File: config.mk
export PLATFORM = sky130hd
export DESIGN_NAME = rgb_led_pixel_serializer_top_flat
export DESIGN_NICKNAME = d
export VERILOG_FILES = /design/src/rlps_pkg.sv /design/src/rlps_if.sv /design/src/rlps_front.sv /design/src/rlps_fifo.sv /design/src/rlps_back.sv /design/src/rgb_led_pixel_serializer_top.sv /design/src/flat_wrapper.sv
export VERILOG_INCLUDE_DIRS = /design/src /design/src/src
export SDC_FILE = /design/constraint.sdc
export NUM_CORES = 1
export LEC_CHECK = 0
export BUFFER_PORTS_ARGS = -buffer_cell sky130_fd_sc_hd__buf_2
export CAP_MARGIN = 20
export CORE_MARGIN = 2
export CORE_UTILIZATION = 54
export DETAILED_ROUTE_END_ITERATION = 12
export GPL_ROUTABILITY_DRIVEN = 0
export GPL_TIMING_DRIVEN = 1
export PLACE_DENSITY_LB_ADDON = 0.12
export SYNTH_ARGS = -nofsm -noshare
export SYNTH_HDL_FRONTEND = slang
export SYNTH_HIERARCHICAL = 1
export SYNTH_SLANG_ARGS = --single-unit
File: constraint.sdc
create_clock -name clk -period 20.4 [get_ports clk]
set_input_delay 2.04 -clock clk [delete_from_list [all_inputs] [get_ports clk]]
set_output_delay 2.04 -clock clk [all_outputs]
set_load 0.1 [all_outputs]
File: src/rgb_led_pixel_serializer_top_assert.svh
// Assertion macros used by the serializer top.
`ifndef RGB_LED_PIXEL_SERIALIZER_TOP_ASSERT_SVH
`define RGB_LED_PIXEL_SERIALIZER_TOP_ASSERT_SVH

`ifndef SYNTHESIS
`define RLPS_ASSERT_IMPLY(label, clk, rst, cond, prop) \
  label: assert property (@(posedge clk) disable iff (rst) (cond) |-> (prop)) \
    else $error("rlps: implication check failed");
`define RLPS_ASSERT_NEXT(label, clk, rst, cond, prop) \
  label: assert property (@(posedge clk) disable iff (rst) (cond) |=> (prop)) \
    else $error("rlps: next-cycle check failed");
`else
`define RLPS_ASSERT_IMPLY(label, clk, rst, cond, prop)
`define RLPS_ASSERT_NEXT(label, clk, rst, cond, prop)
`endif

`endif

File: src/rlps_pkg.sv
package rlps_pkg;

  localparam int BITS_PER_PIXEL = 24;
  localparam int BIT_CNT_W      = $clog2(BITS_PER_PIXEL + 1);
  localparam int TICK_W         = 8;
  localparam int CFG_IDX_W      = 8;
  localparam int QUEUE_DEPTH    = 4;

  localparam logic [CFG_IDX_W-1:0] CFG_ONE_HIGH  = CFG_IDX_W'(0);
  localparam logic [CFG_IDX_W-1:0] CFG_ONE_LOW   = CFG_IDX_W'(1);
  localparam logic [CFG_IDX_W-1:0] CFG_ZERO_HIGH = CFG_IDX_W'(2);
  localparam logic [CFG_IDX_W-1:0] CFG_ZERO_LOW  = CFG_IDX_W'(3);

  localparam logic [TICK_W-1:0] ONE_HIGH_RST  = TICK_W'(5);
  localparam logic [TICK_W-1:0] ONE_LOW_RST   = TICK_W'(1);
  localparam logic [TICK_W-1:0] ZERO_HIGH_RST = TICK_W'(1);
  localparam logic [TICK_W-1:0] ZERO_LOW_RST  = TICK_W'(5);

  typedef enum logic {
    OP_TICK = 1'b0,
    OP_LOAD = 1'b1
  } op_t;

  // classified word handed from front to back
  typedef struct packed {
    op_t                       op;
    logic [BITS_PER_PIXEL-1:0] grb;
    logic                      last;
  } entry_t;

  // ch * b / 255, truncated; exact for any 16-bit product
  function automatic logic [7:0] scale_ch(input logic [7:0] ch, input logic [7:0] b);
    logic [15:0] prod;
    logic [16:0] sum;
    prod = {8'd0, ch} * {8'd0, b};
    sum  = {1'b0, prod} + {9'd0, prod[15:8]} + 17'd1;
    return sum[15:8];
  endfunction

  // a zero register still gives a one-tick phase
  function automatic logic [TICK_W-1:0] phase_len(input logic [TICK_W-1:0] v);
    return (v == '0) ? TICK_W'(1) : v;
  endfunction

endpackage

File: src/rlps_if.sv
interface rlps_pixel_if;
  logic        valid;
  logic        ready;
  logic        operation;
  logic [23:0] color;
  logic [7:0]  brightness;
  logic        last_pixel;

  modport source (output valid, operation, color, brightness, last_pixel, input ready);
  modport sink   (input valid, operation, color, brightness, last_pixel, output ready);
endinterface

interface rlps_result_if;
  logic valid;
  logic ready;
  logic pin_level;
  logic busy_res;
  logic load_accepted;
  logic frame_done;

  modport source (output valid, pin_level, busy_res, load_accepted, frame_done, input ready);
  modport sink   (input valid, pin_level, busy_res, load_accepted, frame_done, output ready);
endinterface

interface rlps_cfg_if;
  logic       valid;
  logic       ready;
  logic [7:0] index;
  logic [7:0] data;

  modport source (output valid, index, data, input ready);
  modport sink   (input valid, index, data, output ready);
endinterface

File: src/rlps_front.sv
module rlps_front (
  rlps_pixel_if.sink      pixel_in,
  input  logic            full,
  output logic            push,
  output rlps_pkg::entry_t push_entry
);
  import rlps_pkg::*;

  logic [7:0] r_s;
  logic [7:0] g_s;
  logic [7:0] b_s;

  assign pixel_in.ready = !full;
  assign push           = pixel_in.valid && !full;

  assign r_s = scale_ch(pixel_in.color[23:16], pixel_in.brightness);
  assign g_s = scale_ch(pixel_in.color[15:8],  pixel_in.brightness);
  assign b_s = scale_ch(pixel_in.color[7:0],   pixel_in.brightness);

  always_comb begin
    push_entry.op   = op_t'(pixel_in.operation);
    push_entry.grb  = {g_s, r_s, b_s};
    push_entry.last = pixel_in.last_pixel;
  end

endmodule

File: src/rlps_fifo.sv
module rlps_fifo #(
  parameter int DEPTH = rlps_pkg::QUEUE_DEPTH
) (
  input  logic             clk,
  input  logic             rst,
  input  logic             push,
  input  rlps_pkg::entry_t push_entry,
  output logic             full,
  input  logic             pop,
  output rlps_pkg::entry_t pop_entry,
  output logic             empty
);
  import rlps_pkg::*;

  localparam int PTR_W = (DEPTH > 1) ? $clog2(DEPTH) : 1;
  localparam int CNT_W = $clog2(DEPTH + 1);
  localparam logic [PTR_W-1:0] LAST_PTR = PTR_W'(DEPTH - 1);

  entry_t            slots [DEPTH];
  logic [PTR_W-1:0]  wr_ptr;
  logic [PTR_W-1:0]  rd_ptr;
  logic [CNT_W-1:0]  count;
  logic              do_push;
  logic              do_pop;

  assign full      = (count == CNT_W'(DEPTH));
  assign empty     = (count == '0);
  assign do_push   = push && !full;
  assign do_pop    = pop && !empty;
  assign pop_entry = slots[rd_ptr];

  always_ff @(posedge clk) begin
    if (do_push) begin
      slots[wr_ptr] <= push_entry;
    end
  end

  always_ff @(posedge clk) begin
    if (rst) begin
      wr_ptr <= '0;
      rd_ptr <= '0;
      count  <= '0;
    end else begin
      if (do_push) begin
        wr_ptr <= (wr_ptr == LAST_PTR) ? '0 : wr_ptr + PTR_W'(1);
      end
      if (do_pop) begin
        rd_ptr <= (rd_ptr == LAST_PTR) ? '0 : rd_ptr + PTR_W'(1);
      end
      if (do_push && !do_pop) begin
        count <= count + CNT_W'(1);
      end else if (do_pop && !do_push) begin
        count <= count - CNT_W'(1);
      end
    end
  end

endmodule

File: src/rlps_back.sv
module rlps_back (
  input  logic             clk,
  input  logic             rst,
  rlps_cfg_if.sink         cfg,
  input  logic             empty,
  input  rlps_pkg::entry_t pop_entry,
  output logic             pop,
  rlps_result_if.source    result_out
);
  import rlps_pkg::*;

  logic [TICK_W-1:0]         one_high;
  logic [TICK_W-1:0]         one_low;
  logic [TICK_W-1:0]         zero_high;
  logic [TICK_W-1:0]         zero_low;

  logic [BITS_PER_PIXEL-1:0] shift_bits;
  logic [BITS_PER_PIXEL-1:0] shift_bits_next;
  logic [BIT_CNT_W-1:0]      bits_left;
  logic [BIT_CNT_W-1:0]      bits_left_next;
  logic                      in_high;
  logic                      in_high_next;
  logic [TICK_W-1:0]         phase_left;
  logic [TICK_W-1:0]         phase_left_next;
  logic                      sending;
  logic                      sending_next;
  logic                      frame_pend;
  logic                      frame_pend_next;

  logic                      pin;
  logic                      accepted;
  logic                      done;
  logic [TICK_W-1:0]         phase_dec;
  logic [BIT_CNT_W-1:0]      bits_dec;
  logic [BITS_PER_PIXEL-1:0] shifted;

  assign cfg.ready = 1'b1;
  assign pop       = !empty && (!result_out.valid || result_out.ready);

  always_ff @(posedge clk) begin
    if (rst) begin
      one_high  <= ONE_HIGH_RST;
      one_low   <= ONE_LOW_RST;
      zero_high <= ZERO_HIGH_RST;
      zero_low  <= ZERO_LOW_RST;
    end else if (cfg.valid) begin
      unique case (cfg.index)
        CFG_ONE_HIGH:  one_high  <= cfg.data;
        CFG_ONE_LOW:   one_low   <= cfg.data;
        CFG_ZERO_HIGH: zero_high <= cfg.data;
        CFG_ZERO_LOW:  zero_low  <= cfg.data;
        default: ;
      endcase
    end
  end

  assign phase_dec = (phase_left != '0) ? phase_left - TICK_W'(1) : '0;
  assign bits_dec  = (bits_left != '0) ? bits_left - BIT_CNT_W'(1) : '0;
  assign shifted   = {shift_bits[BITS_PER_PIXEL-2:0], 1'b0};
  assign pin       = sending && in_high;

  always_comb begin
    shift_bits_next = shift_bits;
    bits_left_next  = bits_left;
    in_high_next    = in_high;
    phase_left_next = phase_left;
    sending_next    = sending;
    frame_pend_next = frame_pend;
    accepted        = 1'b0;
    done            = 1'b0;
    if (pop_entry.op == OP_LOAD) begin
      if (!sending) begin
        shift_bits_next = pop_entry.grb;
        bits_left_next  = BIT_CNT_W'(BITS_PER_PIXEL);
        sending_next    = 1'b1;
        frame_pend_next = pop_entry.last;
        in_high_next    = 1'b1;
        phase_left_next = phase_len(pop_entry.grb[BITS_PER_PIXEL-1] ? one_high : zero_high);
        accepted        = 1'b1;
      end
    end else if (sending) begin
      phase_left_next = phase_dec;
      if (phase_dec == '0) begin
        if (in_high) begin
          in_high_next    = 1'b0;
          phase_left_next = phase_len(shift_bits[BITS_PER_PIXEL-1] ? one_low : zero_low);
        end else begin
          shift_bits_next = shifted;
          bits_left_next  = bits_dec;
          if (bits_dec == '0) begin
            sending_next    = 1'b0;
            in_high_next    = 1'b0;
            done            = frame_pend;
            frame_pend_next = 1'b0;
          end else begin
            in_high_next    = 1'b1;
            phase_left_next = phase_len(shifted[BITS_PER_PIXEL-1] ? one_high : zero_high);
          end
        end
      end
    end
  end

  always_ff @(posedge clk) begin
    if (rst) begin
      shift_bits <= '0;
      bits_left  <= '0;
      in_high    <= 1'b0;
      phase_left <= '0;
      sending    <= 1'b0;
      frame_pend <= 1'b0;
    end else if (pop) begin
      shift_bits <= shift_bits_next;
      bits_left  <= bits_left_next;
      in_high    <= in_high_next;
      phase_left <= phase_left_next;
      sending    <= sending_next;
      frame_pend <= frame_pend_next;
    end
  end

  // output register; refilled in the same cycle it drains
  always_ff @(posedge clk) begin
    if (rst) begin
      result_out.valid <= 1'b0;
    end else if (pop) begin
      result_out.valid <= 1'b1;
    end else if (result_out.ready) begin
      result_out.valid <= 1'b0;
    end
  end

  always_ff @(posedge clk) begin
    if (pop) begin
      result_out.pin_level     <= pin;
      result_out.busy_res      <= sending_next;
      result_out.load_accepted <= accepted;
      result_out.frame_done    <= done;
    end
  end

endmodule

File: src/rgb_led_pixel_serializer_top.sv
// Channel     Dir  Fields
// pixel_in    in   operation, color[23:0], brightness[7:0], last_pixel
// result_out  out  pin_level, busy_res, load_accepted, frame_done
// cfg         in   index[7:0], data[7:0]  (always ready)
//
// One word in and one word out per cycle while result_out does not stall; each word
// is written into the front queue, then the sequencer step puts it into the output register.
// The sequencer updates line state once per word, so its one-step loop sets the rate.
// rst is synchronous: timing registers return to 5/1/1/5, the line goes idle low.
// A stall on result_out backs up the queue (QUEUE_DEPTH words) before pixel_in drops ready.
`include "rgb_led_pixel_serializer_top_assert.svh"

module rgb_led_pixel_serializer_top #(
  parameter int QUEUE_DEPTH = rlps_pkg::QUEUE_DEPTH
) (
  input  logic          clk,
  input  logic          rst,
  rlps_pixel_if.sink    pixel_in,
  rlps_result_if.source result_out,
  rlps_cfg_if.sink      cfg
);
  import rlps_pkg::*;

  logic   push;
  logic   pop;
  logic   full;
  logic   empty;
  entry_t push_entry;
  entry_t pop_entry;

  rlps_front u_front (
    .pixel_in   (pixel_in),
    .full       (full),
    .push       (push),
    .push_entry (push_entry)
  );

  rlps_fifo #(
    .DEPTH (QUEUE_DEPTH)
  ) u_fifo (
    .clk        (clk),
    .rst        (rst),
    .push       (push),
    .push_entry (push_entry),
    .full       (full),
    .pop        (pop),
    .pop_entry  (pop_entry),
    .empty      (empty)
  );

  rlps_back u_back (
    .clk        (clk),
    .rst        (rst),
    .cfg        (cfg),
    .empty      (empty),
    .pop_entry  (pop_entry),
    .pop        (pop),
    .result_out (result_out)
  );

  // frame end always lands in a low phase and leaves the line idle
  `RLPS_ASSERT_IMPLY(a_done_idle, clk, rst, result_out.valid && result_out.frame_done, !result_out.busy_res && !result_out.pin_level && !result_out.load_accepted)
  // a taken load starts a pixel
  `RLPS_ASSERT_IMPLY(a_load_busy, clk, rst, result_out.valid && result_out.load_accepted, result_out.busy_res)
  // queued work with a free output slot must show up next cycle
  `RLPS_ASSERT_NEXT(a_drain, clk, rst, !empty && (!result_out.valid || result_out.ready), result_out.valid)

endmodule
File: src/flat_wrapper.sv
// flat-port wrapper written by rule: the top's interface ports become plain ports
module rgb_led_pixel_serializer_top_flat import rlps_pkg::*;
#(
  parameter int QUEUE_DEPTH = rlps_pkg::QUEUE_DEPTH
)
  (clk, rst, pixel_in_valid, pixel_in_operation, pixel_in_color, pixel_in_brightness, pixel_in_last_pixel, pixel_in_ready, result_out_valid, result_out_pin_level, result_out_busy_res, result_out_load_accepted, result_out_frame_done, result_out_ready, cfg_valid, cfg_index, cfg_data, cfg_ready);
  rlps_pixel_if pixel_in_i ();
  rlps_result_if result_out_i ();
  rlps_cfg_if cfg_i ();
  input  logic clk;
  input  logic rst;
  input wire logic [$bits(pixel_in_i.valid)-1:0] pixel_in_valid;
  input wire logic [$bits(pixel_in_i.operation)-1:0] pixel_in_operation;
  input wire logic [$bits(pixel_in_i.color)-1:0] pixel_in_color;
  input wire logic [$bits(pixel_in_i.brightness)-1:0] pixel_in_brightness;
  input wire logic [$bits(pixel_in_i.last_pixel)-1:0] pixel_in_last_pixel;
  output wire logic [$bits(pixel_in_i.ready)-1:0] pixel_in_ready;
  output wire logic [$bits(result_out_i.valid)-1:0] result_out_valid;
  output wire logic [$bits(result_out_i.pin_level)-1:0] result_out_pin_level;
  output wire logic [$bits(result_out_i.busy_res)-1:0] result_out_busy_res;
  output wire logic [$bits(result_out_i.load_accepted)-1:0] result_out_load_accepted;
  output wire logic [$bits(result_out_i.frame_done)-1:0] result_out_frame_done;
  input wire logic [$bits(result_out_i.ready)-1:0] result_out_ready;
  input wire logic [$bits(cfg_i.valid)-1:0] cfg_valid;
  input wire logic [$bits(cfg_i.index)-1:0] cfg_index;
  input wire logic [$bits(cfg_i.data)-1:0] cfg_data;
  output wire logic [$bits(cfg_i.ready)-1:0] cfg_ready;
  assign pixel_in_i.valid = pixel_in_valid;
  assign pixel_in_i.operation = pixel_in_operation;
  assign pixel_in_i.color = pixel_in_color;
  assign pixel_in_i.brightness = pixel_in_brightness;
  assign pixel_in_i.last_pixel = pixel_in_last_pixel;
  assign pixel_in_ready = pixel_in_i.ready;
  assign result_out_valid = result_out_i.valid;
  assign result_out_pin_level = result_out_i.pin_level;
  assign result_out_busy_res = result_out_i.busy_res;
  assign result_out_load_accepted = result_out_i.load_accepted;
  assign result_out_frame_done = result_out_i.frame_done;
  assign result_out_i.ready = result_out_ready;
  assign cfg_i.valid = cfg_valid;
  assign cfg_i.index = cfg_index;
  assign cfg_i.data = cfg_data;
  assign cfg_ready = cfg_i.ready;
  rgb_led_pixel_serializer_top #(.QUEUE_DEPTH(QUEUE_DEPTH)) u_core (.clk(clk), .rst(rst), .pixel_in(pixel_in_i), .result_out(result_out_i), .cfg(cfg_i));
endmodule
# --- After elaboration in Yosys (flattened, before gate mapping) ---
# Memory sizes are Yosys's and may differ from the RTL's. A register that Yosys moved wholly into a read port is not among the register bits.
# Index checks and enable logic that the tools add are counted.
totals:
  memories: 1
  ff_bits: 84
  rom_bits: 0
  ramBits: 104
  wordCells: 132
  in_bits: 55
  latchBits: 0
classes:
  reduce_logical: 36
  eq_ne: 8
  mul: 3
  muxes: 51
  addsub: 12
  bitwise: 3
  magnitude_cmp: 0
  shifts: 0
  div_mod_pow: 0
memory_table:
  columns: ["memory", "words", "width", "read_ports", "rd_clocked_by_memory_dff", "wr", "line_no", "source"]
  rows:
  - ["u_core.u_fifo.slots", 4, 26, 1, 1, 1, "rlps_fifo.sv:19", "entry_t slots [DEPTH];"]
ops:
  columns: ["cell", "n"]
  rows:
  - ["$mux W24", 5]
  - ["$mux W8", 13]
  - ["$add A16 B1 Y16 const B", 3]
  - ["$add A16 B8 Y16", 3]
  - ["$mul A8 B8 Y16", 3]
  - ["$logic_not A8 Y1", 5]
  - ["$mux W5", 6]
  - ["$mux W1", 21]
  - ["$eq A8 B2 Y1 const B", 2]
  - ["$reduce_bool A2 Y1", 5]
  - ["$eq A8 B1 Y1 const B", 1]
  - ["$mux W2", 4]
  - ["$reduce_and A2 Y1", 4]
  - ["$reduce_bool A8 Y1", 1]
  - ["$sub A8 B1 Y8 const B", 1]
  - ["$logic_and A1 B1 Y1", 7]
  - ["$mux W3", 2]
  - ["$reduce_and A6 Y1", 1]
  - ["$logic_not A1 Y1", 5]
  - ["$logic_not A5 Y1", 1]
  - ["$reduce_and A5 Y1", 1]
  - ["$reduce_bool A5 Y1", 1]
  - ["$reduce_or A5 Y1", 1]
  - ["$sub A5 B1 Y5 const B", 1]
  - ["12 further kinds", 16]

# --- Longest topological paths before layout ---
# Gate-level depths: netlist (run 1).
logic_depth:
  ltp_word: 8
  ltp_mapped: 25
  depth_no_buf: 23

# --- By module ---
# Netlist (run 1), hierarchy kept.
modules_own_cells:
  columns: ["mod", "n_inst", "cells_each", "area_per_inst_um2"]
  rows:
  - ["rlps_front", 1, 994, 8227.9]
  - ["rlps_back", 1, 466, 4346.7]
  - ["rlps_fifo", 1, 186, 4245.3]

# --- Worst setup path before layout (run 1) ---
# Ideal clock, no wire load.
synth_path:
  kind: "in2reg"
  from: "in pixel_in_brightness[3]"
  to: "mem u_core/u_fifo/slots[0][11] in the netlist's numbering, data pin"
  setup_ps: 278
  slack_ps: 12471
  path_buffers: 1
  cell_stages: 21
  required_ps: 20122
  arrival_ps: 7651
  path_cell_list: "clkbuf_1 and2_1 fa_1 fa_1 fa_1 inv_1 fa_1 inv_1 ha_1 a21oi_1 o211ai_1 and3_1 nor3_1 inv_1 ha_1 a2111oi_0 a21oi_1 a21o_1 maj3_2 nand4_1 or3b_1"
synth_lines:
  columns: ["element", "line_no", "source"]
  rows:
  - ["start: declaration", "flat_wrapper.sv:15", "input wire logic [$bits(pixel_in_i.brightness)-1:0] pixel_in_brightness;"]
  - ["end: declaration", "rlps_fifo.sv:19", null]

==> out/qor.yml, run 1 <==
floorplanning:
  die_area_um2: 32600
  start_util_pct: 54.8
  core_area_um2: 30700
  rows: 64
  die_h_um: 180
  fp.dieW_um: 180
  io_pins: 62
critical_path:
  worstPathMaxFanout: 24
  path_class: "in -> reg"
  max_stage_delay_ns: 0.60
  cp-start-kind: "input pin"
  reg2reg_depth: 11
  r2r-end: "u_core/u_back/bits_left[1]"
  crit_path_frequent_cell: "fa_1"
  arrival_ns: 8.53
  critical_path_required_ns: 20.57
  crit_slowest_cell: "nor3_1"
  ff2ff_setup_slack_ns: 15.65
  critPathCaptureType: "flop"
  path_cells: "buf_2 -> and2_1 -> fa_1 -> fa_1 -> fa_1 -> inv_1 -> fa_1 -> inv_1 -> ha_1 -> a21oi_1 -> o211ai_1 -> and3_1 -> nor3_1 -> inv_1 -> ha_1 -> a2111oi_0 -> a21oi_1 -> a21o_1 -> maj3_2 -> a2111o_1 -> o311ai_1"
placement:
  io_buffer_count: 60
  hpwl_um: 25900
  dp_cells: 2028
routing:
  avgRoutedWirePerCell_um: 17.1
  final_antenna_net_count: 0
  drtPass1Iterations: 7
  dr_wl_met2_um: 16800
  finalWirelength_um: 35200
  drcViolationCount: 0
  num_vias: 12100
  dr.max_layer_used: "met4"
  drt_iter0_drc: 747
  viasPerCell: 5.89
  wl_met3_um: 1010
  wl_met1_um: 16900
finish:
  layout_commonest_cell: "inv_1"
  drive_above_1_share_pct: 11.0
  num_antenna_cells: 0
  layout_common_cells: "182 x inv_1, 168 x and2_1, 136 x ha_1"
  area_growth_pct: 5.96
  fin_cells: 2060
  nNetsFinal: 1951
global_routing:
  grt_max_degree: 75
  antenna_found_initial: 0
  gr-usage-all-layers_pct: 22.2
  grt-ovfl-total: 0
  grt_pass1_wl_um: 60300
  grt_pass1_vias: 12200
clock_tree:
  post_cts_buffers: 0
  cts_hold_buf: 0
  root_buffer: "clkbuf_16"
  clock-sinks: 190
  clkSlewWorstSetupHoldPaths_ns: 0.07
  ctsLongestPathBuffers: 2
  h-tree-depth: 4
  cts.repair.resized: 0
  numCtsBuffers: 17
  cts_tree: "done"
  worstSkewPairLatency_ns: 0.43
timing:
  relSlewSlack_pct: 31.9
  max_freq_ghz: 0.120
  fin_setup_tns_ns: 0
  final_max_slew_viol_count: 0
  setup_viol: 0
  timing.final.crit_period_ns: 8.36
  finClkSkew_ns: 0.00900
  hold_viol_final: 0
  worst_pin_slew_ns: 1.02
  rsz0062_at_grt: "no"
  period_share_pct: 41.0
logic_synthesis:
  ys_types: 101
  yosys_warnings: 6
  ys_seq_elements: 190
  syn_avg_cell_area_um2: 10.2
  synthArstFlopShare_pct: 0
  synth_cells: 1646
  synth_edf_count: 108
  ys.flop_type: "edfxtp_1"
  synth_nets: 1946
  synth_area_um2: 16800
  ys_seq_area_share_pct: 29.0
run_status:
  outcome: "completed"
worst_hold_path:
  min_delay_path_depth: 2
  hold_class: "reg -> reg"
  hold-path-endpoint: "u_core/u_back/zero_low[0]"
  hold_start: "u_core/u_back/zero_low[0]"
power:
  power_density_nw_per_um2: 159
  irDropWorstVdd_mv: 0.111
  p_leak_uw: 0.00771
job:
  drv_cap: 0
metal layers:
layer | track usage (%) | up-vias
li1 | - | 5900
met1 | 31.4 | 5970
met2 | 37.0 | 231
met3 | 1.86 | 33
met4 | 5.81 | 0
met5 | 0 | -
sequential cells by signal (all words and copies together), names as in the netlist, named ones only:
signal                                  cells
u_core/u_fifo/slots                       104
u_core/u_back/shift_bits                   24
u_core/u_back/one_high                      8
u_core/u_back/one_low                       8
u_core/u_back/phase_left                    8
u_core/u_back/zero_high                     8
u_core/u_back/zero_low                      8
u_core/u_back/bits_left                     5
u_core/u_fifo/count                         3
u_core/u_fifo/rd_ptr                        2
u_core/u_fifo/wr_ptr                        2
u_core/u_back/frame_pend                    1
u_core/u_back/in_high                       1
u_core/u_back/result_out.busy_res           1
u_core/u_back/result_out.frame_done         1
u_core/u_back/result_out.load_accepted      1
u_core/u_back/result_out.pin_level          1
u_core/u_back/result_out.valid              1
u_core/u_back/sending                       1
cells in the mapped netlist, drive strengths merged (15+ instances only):
cell | number | area (µm²)
nand3 | 30 | 155
clkbuf | 47 | 178
a21oi | 47 | 246
nand4 | 18 | 119
ha | 136 | 1700
edfxtp | 108 | 3240
xor2 | 19 | 166
nor3 | 36 | 185
dfxtp | 82 | 1640
xnor2 | 31 | 272
a21o | 23 | 173
mux2i | 71 | 711
inv | 182 | 683
nor2b | 15 | 93.8
mux4 | 26 | 586
and2 | 169 | 1060
a211oi | 63 | 503
fa | 109 | 2180
nand2 | 60 | 225
buf | 36 | 244
o21ai | 32 | 160
nor2 | 71 | 269
per-stage QoR:
step	util [%]	setup WS, ns	hold slack (ns)	area, µm²	total power [µW]
2_1_floorplan	-	12.47	0.445	16800	2150
3_3_place_gp	56.3	11.83	0.463	17300	2470
3_5_place_dp	56.3	11.68	0.468	17300	2510
4_1_cts	58.1	12.11	0.486	17800	2840
5_1_grt	58.1	11.62	0.518	17800	3100
6_report	58.1	12.04	0.482	17800	2840
worst max path at each step:
stage                     depth (start not counted)  slack, ns                   start                          to
final                                            21      12.04  pixel_in_brightness[2]  u_core/u_fifo/slots[3][13]
after floorplan                                  21      12.47  pixel_in_brightness[3]  u_core/u_fifo/slots[0][11]
after global routing                             21      11.62  pixel_in_brightness[3]  u_core/u_fifo/slots[3][13]
after CTS                                        22      12.11  pixel_in_brightness[2]  u_core/u_fifo/slots[3][13]
after detailed placement                         22      11.68  pixel_in_brightness[2]  u_core/u_fifo/slots[1][13]
after global placement                           21      11.83  pixel_in_brightness[3]  u_core/u_fifo/slots[0][13]
worst max-delay path: cells and delay by family:
family / cells / cell delay, ns
buffers and inverters: 4 / 0.63
AND/OR/NAND/NOR: 3 / 1.08
AO/OA/AOI/OAI: 7 / 1.91
adder cells (fa/ha/maj): 7 / 2.84
area by class of cell:
cell class | count | area (µm²)
repair buffers | 69 | 368
clock buffers | 18 | 429
well taps | 396 | 495
flip-flops and latches | 190 | 4890
multi-input cells | 1190 | 10800
inverters | 183 | 692
clock inverters | 14 | 130
fillers | 2676 | 12800
cell families after synthesis:
| kind of cell | Yosys count | share of synthesized area [%] |
|---|---|---|
| compound gates | 306 | 13.7 |
| xor+xnor | 53 | 3.01 |
| fa+ha+maj | 246 | 23.2 |
| buf+inv | 266 | 6.62 |
| flops | 190 | 29.0 |
| mux | 107 | 8.38 |
| other cells | 1 | 0.0223 |
| simple gates | 477 | 16.0 |
where the power goes:
part           total, µW  switching, µW  internal, µW
Combinational       1870           1150           714
Clock                316            145           171
Sequential           657           46.9           610
Total               2840           1340          1490
(Power assumes the default switching activity.)
==> run 2: changes to the inputs <==
clock period = 8.3 ns   (was 20.4 ns; I/O delays follow)
==> out/qor.yml, run 2 (synthesis results as in run 1) <==
critical_path:
  ff2ff_setup_slack_ns: 3.53
  critical_path_required_ns: 8.48
  cp-startpoint: "pixel_in_brightness[3]"
  cp-start-kind: "input pin"
  r2r-end: "u_core/u_back/bits_left[1]"
  arrival_ns: 7.29
  reg2reg_depth: 11
  critPathCaptureType: "flop"
  path_class: "in -> reg"
  crit_path_end: "u_core/u_fifo/slots[0][13]"
  worstPathMaxFanout: 24
routing:
  num_vias: 12100
  drcViolationCount: 0
  viasPerCell: 5.90
  drt_iter0_drc: 792
  drtPass1Iterations: 5
  final_antenna_net_count: 0
  avgRoutedWirePerCell_um: 17.1
  finalWirelength_um: 35300
finish:
  nNetsFinal: 1951
  num_antenna_cells: 0
  largest_registers: "u_core/u_fifo/slots (104), u_core/u_back/shift_bits (24)"
  area_growth_pct: 6.06
  largest_register_ffs: 104
  fin_cells: 2060
  fin_area_um2: 17800
  layout_common_cells: "182 x inv_1, 168 x and2_1, 136 x ha_1"
  drive_above_1_share_pct: 11.2
  layout_commonest_cell: "inv_1"
  max_flop_register: "u_core/u_fifo/slots"
timing:
  worst_pin_slew_ns: 1.07
  hold_viol_final: 0
  holdWs_ns: 0.490
  timing.final.crit_period_ns: 7.11
  rsz0062_at_grt: "no"
  relSlewSlack_pct: 28.4
  finClkSkew_ns: 0.00984
  fin_setup_tns_ns: 0
  max_freq_ghz: 0.141
  setup_viol: 0
  setup_ws_ns: 1.19
  period_share_pct: 85.7
  final_max_slew_viol_count: 0
global_routing:
  grt_pass1_wl_um: 60900
  gr-usage-all-layers_pct: 22.4
  grt_max_degree: 75
  grt_pass1_vias: 12200
  antenna_found_initial: 0
  grt-ovfl-total: 0
placement:
  io_buffer_count: 60
  hpwl_um: 25900
  dpl_worst_slack_ns: 0.789
  placed_area_um2: 17300
  dp_cells: 2028
floorplanning:
  die_area_um2: 32600
  fp.dieW_um: 180
  start_util_pct: 54.8
  die_h_um: 180
  rows: 64
  core_area_um2: 30700
  io_pins: 62
clock_tree:
  cts_tree: "done"
  post_cts_buffers: 0
  cts_hold_buf: 0
  cts.repair.resized: 0
  worstSkewPairLatency_ns: 0.43
  ctsLongestPathBuffers: 2
  numCtsBuffers: 17
  clock-sinks: 190
  h-tree-depth: 4
  root_buffer: "clkbuf_16"
  clkSlewWorstSetupHoldPaths_ns: 0.07
power:
  irDropWorstVdd_mv: 0.297
  power_density_nw_per_um2: 392
  p_leak_uw: 0.00772
run_status:
  outcome: "completed"
worst_hold_path:
  hold_class: "reg -> reg"
job:
  drv_cap: 0
[run 2: cell types whose count changed in the layout (fill, tap and decap cells not counted)]
cell,change
clkinv_2,+2
clkinvlp_4,+1
clkinv_1,-3
inv_6,-2
inv_8,+2
clkbuf_1,-1
clkinv_4,+1
[run 2: cell type report]
cell class              count  area [µm²]
clock buffers              17         425
fillers                  2672       12800
clock inverters            15         150
flip-flops and latches    190        4890
well taps                 396         495
inverters                 183         692
repair buffers             69         368
multi-input cells        1190       10800
[run 2: through the flow]
| step | util (%) | power [µW] |
|---|---|---|
| after floorplan | - | 5290 |
| after global placement | 56.3 | 6080 |
| after detailed placement | 56.3 | 6180 |
| after CTS | 58.2 | 7000 |
| after global routing | 58.2 | 7650 |
| final | 58.2 | 7000 |
[run 2: worst max-delay path: stages]
cell       delay, ns
buf_2           0.34
and2_1          0.22
fa_1            0.44
fa_1            0.50
fa_1            0.50
inv_1           0.05
fa_1            0.47
inv_1           0.04
ha_1            0.34
a21oi_1         0.37
o211ai_1        0.33
and3_1          0.26
nor3_1          0.57
inv_1           0.17
ha_1            0.25
a2111oi_0       0.36
a21oi_1         0.11
a21o_1          0.21
maj3_2          0.35
a2111o_1        0.42
o311ai_1        0.13
[run 2: power breakdown]
| group | internal, µW | switching [µW] | total [µW] |
|---|---|---|---|
| clock | 423 | 369 | 792 |
| combinational | 1750 | 2840 | 4590 |
| sequential | 1500 | 114 | 1610 |
[run 2: worst min path at each step]
stage | from | end | slack [ns] | cells past startpoint
global placement | u_core/u_back/zero_low[0] | u_core/u_back/zero_low[0] | 0.46 | 2
global route | u_core/u_back/one_low[0] | u_core/u_back/one_low[0] | 0.51 | 2
finish | u_core/u_back/zero_low[0] | u_core/u_back/zero_low[0] | 0.49 | 2
CTS | u_core/u_back/zero_low[0] | u_core/u_back/zero_low[0] | 0.49 | 2
detailed placement | u_core/u_back/zero_low[0] | u_core/u_back/zero_low[0] | 0.48 | 2
floorplan | u_core/u_back/one_low[0] | u_core/u_back/one_low[0] | 0.45 | 2
[run 2: routing by layer]
metal / vias to the layer above / GRT usage, % / share of wire [%]
met2: 249 / 37.3 / 48
met3: 27 / 2.47 / 3.5
li1: 5891 / - / -
met4: 0 / 5.10 / 1.3
met1: 5979 / 31.6 / 47
met5: - / 0 / 0
==> run 3: changes to the inputs <==
BUFFER_PORTS_ARGS = -buffer_cell sky130_fd_sc_hd__clkbuf_2   (was -buffer_cell sky130_fd_sc_hd__buf_2)
==> out/qor.yml, run 3 (synthesis results as in run 1) <==
critical_path:
  worstPathMaxFanout: 24
  crit_path_frequent_cell: "fa_1"
  path_class: "in -> reg"
  crit_slowest_cell: "nor3_1"
  arrival_ns: 7.44
  max_stage_delay_ns: 0.62
  critical_path_required_ns: 8.47
  path_cells: "clkbuf_2 -> and2_1 -> fa_1 -> fa_1 -> fa_1 -> inv_1 -> fa_1 -> inv_1 -> ha_1 -> a21oi_1 -> o211ai_1 -> and3_1 -> nor3_1 -> inv_1 -> ha_1 -> a2111oi_0 -> a21oi_1 -> a21o_1 -> maj3_2 -> a2111o_1 -> o311ai_1"
  cp-start-kind: "input pin"
  critPathCaptureType: "flop"
clock_tree:
  cts_hold_buf: 0
  ctsLongestPathBuffers: 2
  post_cts_buffers: 0
  cts.repair.resized: 0
  worstSkewPairLatency_ns: 0.43
  clkSlewWorstSetupHoldPaths_ns: 0.07
  clock-sinks: 190
  cts_tree: "done"
  h-tree-depth: 4
  root_buffer: "clkbuf_16"
  numCtsBuffers: 17
routing:
  drt_iter0_drc: 731
  dr_wl_met2_um: 17200
  drtPass1Iterations: 5
  viasPerCell: 5.91
  final_antenna_net_count: 0
  wl_met1_um: 16600
  avgRoutedWirePerCell_um: 17.1
  wl_met3_um: 1090
  num_vias: 12200
  drcViolationCount: 0
  finalWirelength_um: 35300
  dr.max_layer_used: "met4"
finish:
  n_fill_cell: 2713
  nNetsFinal: 1953
  layout_common_cells: "182 x inv_1, 168 x and2_1, 136 x ha_1"
  fin_util_pct: 58.2
  largest_register_ffs: 104
  area_growth_pct: 6.12
  max_flop_register: "u_core/u_fifo/slots"
  drive_above_1_share_pct: 11.3
  layout_commonest_cell: "inv_1"
  largest_registers: "u_core/u_fifo/slots (104), u_core/u_back/shift_bits (24)"
  num_antenna_cells: 0
timing:
  relSlewSlack_pct: 33.0
  fin_setup_tns_ns: 0
  hold_viol_final: 0
  worst_pin_slew_ns: 0.998
  max_freq_ghz: 0.138
  final_max_slew_viol_count: 0
  setup_viol: 0
  period_share_pct: 87.6
  rsz0062_at_grt: "no"
  timing.final.crit_period_ns: 7.27
  finClkSkew_ns: 0.00794
global_routing:
  grt_max_degree: 75
  grt_pass1_wl_um: 60700
  gr-usage-all-layers_pct: 22.4
  grt-ovfl-total: 0
  antenna_found_initial: 0
  grt_pass1_vias: 12200
floorplanning:
  start_util_pct: 54.8
  rows: 64
  die_area_um2: 32600
  core_area_um2: 30700
  die_h_um: 180
  fp.dieW_um: 180
  io_pins: 62
run_status:
  outcome: "completed"
placement:
  hpwl_um: 26100
  io_buffer_count: 60
worst_hold_path:
  hold_class: "reg -> reg"
power:
  power_density_nw_per_um2: 392
  p_leak_uw: 0.00774
  irDropWorstVdd_mv: 0.254
job:
  drv_cap: 0
run 3: per-stage QoR:
| step | hold slack [ns] | instance area [µm²] | power, µW | cells | setup WS [ns] |
|---|---|---|---|---|---|
| 2_1_floorplan | 0.445 | 16800 | 5290 | 1646 | 1.58 |
| 3_3_place_gp | 0.462 | 17300 | 6080 | 2030 | 0.850 |
| 3_5_place_dp | 0.477 | 17300 | 6170 | 2030 | 0.678 |
| 4_1_cts | 0.495 | 17800 | 6990 | 2062 | 1.13 |
| 5_1_grt | 0.517 | 17800 | 7650 | 2062 | 0.650 |
| 6_report | 0.495 | 17800 | 7000 | 2062 | 1.03 |
run 3: metal layers:
| metal | vias up | global-route usage (%) |
|---|---|---|
| li1 | 5903 | - |
| met1 | 6013 | 31.6 |
| met2 | 242 | 38.0 |
| met3 | 25 | 1.86 |
| met4 | 0 | 4.61 |
| met5 | - | 0 |
run 3: worst max-delay path: cells and delay by family:
family                   cells  cell delay, ns
adder cells (fa/ha/maj)      7            2.93
AO/OA/AOI/OAI                7            1.92
AND/OR/NAND/NOR              3            1.17
buffers and inverters        4            0.57
run 3: cell type report:
class	instances	area, µm²	share of cell area, %
Multi-Input combinational cell	1190	10800	60.6
Sequential cell	190	4890	27.4
Inverter	183	692	3.88
Tap cell	396	495	2.78
Clock buffer	17	425	2.38
Timing Repair Buffer	71	383	2.14
Clock inverter	15	146	0.820
run 3: worst paths after layout:
path                                start                          to  slack (ns)  cells past startpoint
setup reg to reg                     flop  u_core/u_back/bits_left[1]        4.21                     11
hold reg to reg   u_core/u_fifo/rd_ptr[0]                        flop        0.50                      2
setup / recovery   pixel_in_brightness[2]  u_core/u_fifo/slots[2][13]        1.03                     21
hold / removal    u_core/u_fifo/rd_ptr[0]                        flop        0.50                      2
run 3: report_power, final:
group	internal (µW)	leakage, µW	switching [µW]	total, µW
Combinational	1760	0.00580	2830	4600
Sequential	1500	0.00166	114	1610
Clock	424	0.000279	372	796
